<file path="config.mk">
export PLATFORM = sky130hd
export DESIGN_NAME = mvsm_scale
export DESIGN_NICKNAME = d
export VERILOG_FILES = /design/src/rtl/mvsm_pkg.sv /design/src/rtl/mvsm_scale.sv
export SDC_FILE = /design/constraint.sdc
export NUM_CORES = 2
export LEC_CHECK = 0
export ABC_AREA = 1
export BUFFER_PORTS_ARGS = -buffer_cell sky130_fd_sc_hd__clkbuf_2
export CORE_MARGIN = 2
export CORE_UTILIZATION = 40
export DETAILED_ROUTE_END_ITERATION = 8
export GPL_TIMING_DRIVEN = 0
export PLACE_DENSITY = 0.57
export SLEW_MARGIN = 40
export SYNTH_ARGS = -nofsm -noshare
export SYNTH_HDL_FRONTEND = slang
export SYNTH_SLANG_ARGS = --single-unit
export TNS_END_PERCENT = 100
</file>
<file path="constraint.sdc">
create_clock -name i_clk -period 17.8 [get_ports i_clk]
set_clock_uncertainty 0.1 [all_clocks]
set_input_delay 3.56 -clock i_clk [delete_from_list [all_inputs] [get_ports i_clk]]
set_output_delay 3.56 -clock i_clk [all_outputs]
set_load 0.1 [all_outputs]
</file>
<file path="src/rtl/mvsm_pkg.sv">
package mvsm_pkg;

    localparam int VOICE_SLOTS  = 8;
    localparam int SLOT_W       = (VOICE_SLOTS > 1) ? $clog2(VOICE_SLOTS) : 1;
    localparam int BLOCK_TICKS  = 512;
    localparam int CNT_W        = (BLOCK_TICKS > 1) ? $clog2(BLOCK_TICKS) : 1;
    localparam int SAMPLE_DEPTH = 65536;
    localparam int ADDR_W       = $clog2(SAMPLE_DEPTH);
    localparam int LEN_W        = 17;
    localparam int VOL_W        = 7;
    localparam int SCALED_W     = 24;
    localparam int SUM_W        = 28;

    localparam logic signed [SUM_W-1:0] CLIP_HI = SUM_W'(32767);
    localparam logic signed [SUM_W-1:0] CLIP_LO = -SUM_W'(32767);

    // Exact division by 100 for magnitudes below 2^32: (m * MAGIC) >> 37.
    localparam logic [30:0] DIV_MAGIC = 31'd1374389535;
    localparam int          DIV_SHIFT = 37;

    typedef enum logic [1:0] {
        KIND_WRITE = 2'd0,
        KIND_START = 2'd1,
        KIND_TICK  = 2'd2
    } t_kind;

    typedef enum logic [1:0] {
        CFG_TOTAL    = 2'd0,
        CFG_MUSIC    = 2'd1,
        CFG_EFFECT   = 2'd2,
        CFG_MUSIC_EN = 2'd3
    } t_cfg_idx;

    typedef enum logic [2:0] {
        ST_IDLE,
        ST_VREAD,
        ST_VEVAL,
        ST_SAMPLE,
        ST_WAIT,
        ST_MIX_DONE,
        ST_BE_READ,
        ST_BE_EVAL
    } t_state;

    typedef struct packed {
        logic              music;
        logic              loop;
        logic [ADDR_W-1:0] start;
        logic [LEN_W-1:0]  length;
        logic [ADDR_W-1:0] position;
        logic [LEN_W-1:0]  remaining;
    } t_voice;

endpackage

</file>
<file path="src/rtl/mvsm_scale.sv">
module mvsm_scale (
    input  logic                                  i_clk,
    input  logic                                  i_rst_n,
    input  logic                                  i_valid,
    input  logic signed [15:0]                    i_sample,
    input  logic [mvsm_pkg::VOL_W-1:0]            i_total,
    input  logic [mvsm_pkg::VOL_W-1:0]            i_class,
    output logic                                  o_valid,
    output logic signed [mvsm_pkg::SCALED_W-1:0]  o_scaled
);
    import mvsm_pkg::*;

    logic [2:0]                 r_valid;
    logic signed [23:0]         r_p1;
    logic [VOL_W-1:0]           r_class;
    logic signed [31:0]         r_p2;
    logic [60:0]                r_prod;
    logic                       r_neg;
    logic [29:0]                mag;
    logic [SCALED_W-1:0]        quot;

    always_comb begin
        mag = r_p2[31] ? 30'(-r_p2) : r_p2[29:0];
    end

    always_ff @(posedge i_clk) begin
        if (!i_rst_n) begin
            r_valid <= '0;
        end else begin
            r_valid <= {r_valid[1:0], i_valid};
        end
    end

    always_ff @(posedge i_clk) begin
        r_p1    <= 24'(i_sample) * 24'($signed({1'b0, i_total}));
        r_class <= i_class;
        r_p2    <= 32'(r_p1) * 32'($signed({1'b0, r_class}));
        r_prod  <= 61'(mag) * 61'(DIV_MAGIC);
        r_neg   <= r_p2[31];
    end

    assign quot     = r_prod[DIV_SHIFT +: SCALED_W];
    assign o_valid  = r_valid[2];
    assign o_scaled = r_neg ? -$signed(quot) : $signed(quot);

endmodule

</file>
**Word level (Yosys, flattened, before mapping)**

Index checks and enable logic that the tools add are counted.

- Add/sub/neg operators: 2
- Multipliers: 3
- Muxes and demuxes: 2

Operator list:

| cell | number |
|---|---|
| multiplier 30 x 31 -> 61 bit, second input constant | 1 |
| multiplier 24 x 8 -> 32 bit | 1 |
| two-way mux 30 bit | 1 |
| negation 30 bit | 1 |
| multiplier 16 x 8 -> 24 bit | 1 |
| two-way mux 24 bit | 1 |
| negation 24 bit | 1 |

- Bits in registers: 128
- Bits of input ports: 33
- Output and inout port bits: 25
- Logic and storage cells: 13

**Depth between registers and ports, before layout**

- Depth in word-level cells: 3
- Mapped depth: 46
- Depth with buffers taken out: 46

**Worst setup path after synthesis**

OpenSTA, ideal clock, no wires.

- Path type: in2reg
- Start point: input i_total[2] (netlist name)
- End point: register r_p1[19]
- Library setup time: 0.112 ns
- Data arrival time: 7.437 ns
- Data required time: 17.588 ns
- Slack: 10.151 ns
- Stages on the path: 18
- Buffers on the path: 2
- Path through: clkbuf_1 -> clkbuf_1 -> nand2_1 -> fa_1 -> fa_1 -> inv_1 -> fa_1 -> inv_1 -> fa_1 -> inv_1 -> ha_1 -> nand2_1 -> o21ai_0 -> nor2_1 -> o21ai_0 -> nand3_1 -> nand3_1 -> nand2_1

- Word-level cells in the longest chain between the ends: 1

RTL lines:

| element | line | RTL |
|---|---|---|
| start, declared | mvsm_scale.sv:6 | `input logic [mvsm_pkg::VOL_W-1:0] i_total,` |
| multiplier 16 x 8 -> 24 bit | mvsm_scale.sv:35 | `r_p1 <= 24'(i_sample) * 24'($signed({1'b0, i_total}));` |
| end signal, assigned | mvsm_scale.sv:35 |  |
| end, declared | mvsm_scale.sv:14 | `logic signed [23:0] r_p1;` |

Every way passes these cells.
A chain may end at the register's enable or synchronous reset.

**Worst setup path after layout**

- Start point: register r_p2[0]
- End point: register r_prod[55]

- Word-level cells in the longest chain between the ends: 3

RTL lines:

| element | line | RTL |
|---|---|---|
| start, declared | mvsm_scale.sv:16 | `logic signed [31:0] r_p2;` |
| start signal, assigned | mvsm_scale.sv:37 | `r_p2 <= 32'(r_p1) * 32'($signed({1'b0, r_class}));` |
| negation 30 bit | mvsm_scale.sv:23 | `mag = r_p2[31] ? 30'(-r_p2) : r_p2[29:0];` |
| two-way mux 30 bit (*) | mvsm_scale.sv:23 |  |
| multiplier 30 x 31 -> 61 bit (*) | mvsm_scale.sv:38 | `r_prod <= 61'(mag) * 61'(DIV_MAGIC);` |
| end signal, assigned | mvsm_scale.sv:38 |  |
| end, declared | mvsm_scale.sv:17 | `logic [60:0] r_prod;` |

Every way passes the cells marked *; elsewhere a longest branch is shown, timed or not.

==> results.py <==
metrics = {
    "floorplanning": {
        "ios": 58,
        "core.rowCount": 102,
        "coreArea_sq_um": 77200,
        "design.die.area_sq_um": 79900,
        "initial_core_util_pct": 40.3,
        "die_width_um": 283,
        "die_h_um": 283,
    },
    "yosys": {
        "ys_types": 43,
        "synth.top_cells.by_area": "fa_1, ha_1, inv_1",
        "synth-async-reset-ratio_pct": 0,
        "synth_top_family_by_area": "adder cells",
        "muxShareOfSynthArea_pct": 0,
        "synth-seq-area-share_pct": 5.80,
        "synth_common_cells": "inv_1, nand2_1, fa_1",
        "synth_compound_area_share_pct": 4.02,
        "syn_inst": 4125,
        "avgSynthCellArea_sq_um": 7.53,
        "ys_warn_count": 0,
        "yosysTopAreaCell": "fa_1",
        "synth_xor_area_share_pct": 2.73,
        "synthSimpleGateAreaFrac_pct": 17.7,
        "synth-seq-cells": 90,
        "yosys.area_share.adder_pct": 53.4,
        "synth_fp_nets": 5163,
        "synth-edff-count": 0,
        "yosys.cell_count.top_type": "inv_1",
        "synth_top_area_share_pct": 34.5,
        "synthesis.area_sq_um": 31100,
        "synthFlopType": "dfxtp_1",
    },
    "final_layout": {
        "drive_above_1_share_pct": 2.86,
        "regArea_sq_um": 1800,
        "nets": 5226,
        "stdcell_count": 5234,
        "multi_input_area_sq_um": 24300,
        "area_growth_pct": 6.41,
        "fill_cells": 8047,
    },
    "setup_path": {
        "rr_startpoint": "r_p2[0]",
        "reg2regPathDepth": 34,
        "endpoint_kind": "flop",
        "r2r-end": "r_prod[55]",
        "rrSetupSlack_ns": 8.69,
        "worstSetupStartpoint": "r_p2[0]",
        "arrival_ns": 9.32,
        "endpoint": "r_prod[55]",
        "crit_path_top_delay_cell": "fa_1",
        "critPathKind": "flop to flop",
        "required_ns": 18.01,
        "crit_path_frequent_cell": "inv_1",
        "crit_path_start_kind": "flop",
        "worstPathMaxFanout": 6,
        "cpPeakStageDelay_ns": 0.66,
    },
    "cts": {
        "root_buffer": "clkbuf_16",
        "clockBufferDepth": 2,
        "post_cts_resized": 0,
        "cts_max_level": 3,
        "clock_latency_ns": 0.42,
        "cts-hold-fix-buffers": 0,
        "cts.sinks": 90,
        "clkTransAtPathRegs_ns": 0.10,
        "cts_buffers": 9,
        "cts_tree": "yes",
        "postCtsSetupBuffers": 0,
    },
    "sta": {
        "fin_tns_setup_ns": 0,
        "setup_viol": 0,
        "rsz0062_at_grt": "false",
        "max_freq_ghz": 0.110,
        "finalCriticalPeriod_ns": 9.11,
        "timing_worst_slew_pin_value_ns": 0.890,
        "timing.hold.ws_ns": 0.286,
        "slew_violations": 0,
        "fin_ws_ns": 8.69,
        "fin_crit_sh_pct": 51.2,
        "final-hold-violation-count": 0,
        "slew_headroom_pct": 40.4,
    },
    "placement": {
        "dp.final_hpwl_um": 80300,
        "place.gp.congestion": 0.972,
        "dp.cells": 5217,
        "pre_cts_ws_ns": 8.88,
        "port_buffers": 50,
    },
    "drt": {
        "viasPerCell": 4.77,
        "vias": 24972,
        "wire_per_inst_um": 17.0,
        "drt-total-wl_um": 89000,
        "drt_pass1_iterations": 5,
        "final_antenna_net_count": 0,
        "drt-initial-drc-count": 2068,
        "drc": 0,
    },
    "global_route": {
        "antenna_found_initial": 2,
        "use_met2_pct": 33.8,
        "use_met1_pct": 35.8,
        "gr-usage-met3_pct": 5.94,
        "grt-busiest-layer": "met1",
        "grt_max_degree": 19,
        "grt_use_total_pct": 23.6,
        "overflow": 0,
        "grt_pass1_wl_um": 141000,
        "grt_pass1_vias": 24804,
    },
    "run": {
        "maxCapViolations": 0,
    },
    "outcome": {
        "status": "complete, no violations",
    },
    "worst_hold_path": {
        "hold_class": "flop to flop",
    },
}
layer usage:
| metal | vias to the layer above | wire length, um |
|---|---|---|
| met5 | - | 0 |
| met4 | 0 | 1240 |
| met3 | 62 | 8610 |
| met2 | 695 | 35200 |
| met1 | 12061 | 43900 |
| li1 | 12154 | - |
state kept, by name (all words and copies together), names as in the netlist:
name,cells
r_neg,1
r_p1,24
r_prod,24
r_class,7
r_p2,31
r_valid,3
worst min path at each step:
stage,startpoint,to,slack [ns],depth (start not counted)
floorplan,r_p2[31],r_neg,0.25,0
global placement,r_valid[0],r_valid[1],0.29,2
detailed placement,r_valid[0],r_valid[1],0.30,2
CTS,r_valid[1],r_valid[2],0.29,2
global route,r_valid[1],r_valid[2],0.32,2
finish,r_valid[1],r_valid[2],0.29,2
kinds of logic (layout without fill, tap and decap cells):
kind of cell	Yosys count	in the layout
fa+ha+maj	1005	1005
xor+xnor	97	97
simple gates	1360	1360
buf+inv	1348	1416
flops	90	90
other cells	0	1
compound gates	225	225
cells in the final DEF (no fill, tap or decap), types with 4 or more instances in the layout:
master,synthesis,layout
buf_2,4,4
a31oi_1,5,5
inv_1,1313,1313
nor4_1,6,6
nor2_1,214,214
xor2_1,65,58
nor2_2,9,9
nand3b_1,4,4
xor2_2,0,7
ha_1,469,469
o21ai_0,62,60
dfxtp_1,90,90
a21oi_1,113,111
o21bai_1,21,21
clkbuf_2,0,50
o21ai_2,2,4
nand2_2,6,6
clkbuf_1,30,30
nand3_1,105,105
clkbuf_16,0,9
fa_1,536,536
nor3_1,28,28
nand2_1,936,936
nand4_1,33,33
xnor2_2,0,4
a21o_1,8,8
xnor2_1,32,27
cell type report:
class	instances	share of cell area, %
inverter	1313	14.9
clock buffer	9	0.681
buffer	35	0.424
antenna	1	0.00757
clock inverter	7	0.219
tap	1040	3.93
timing repair buffer	52	0.825
sequential	90	5.45
multi-input combinational	2687	73.6
critical path, delay by kind of cell, from the launching register on:
family	cells	cell delay (ns)
XOR/XNOR	1	0.45
adder cells (fa/ha/maj)	9	4.17
buffers and inverters	10	1.27
flip-flops	1	0.36
AND/OR/NAND/NOR	14	2.65
metrics by stage:
| stage | utilization, % | cell area (sq um) |
|---|---|---|
| 2_1_floorplan | - | 31100 |
| 3_3_place_gp | 42.3 | 32600 |
| 3_5_place_dp | 42.4 | 32700 |
| 4_1_cts | 42.8 | 33000 |
| 5_1_grt | 42.8 | 33100 |
| 6_report | 42.8 | 33100 |
Power is left out: the tool's default activity adds up to more than one toggle a clock period on the data nets, which glitch-free logic cannot reach.
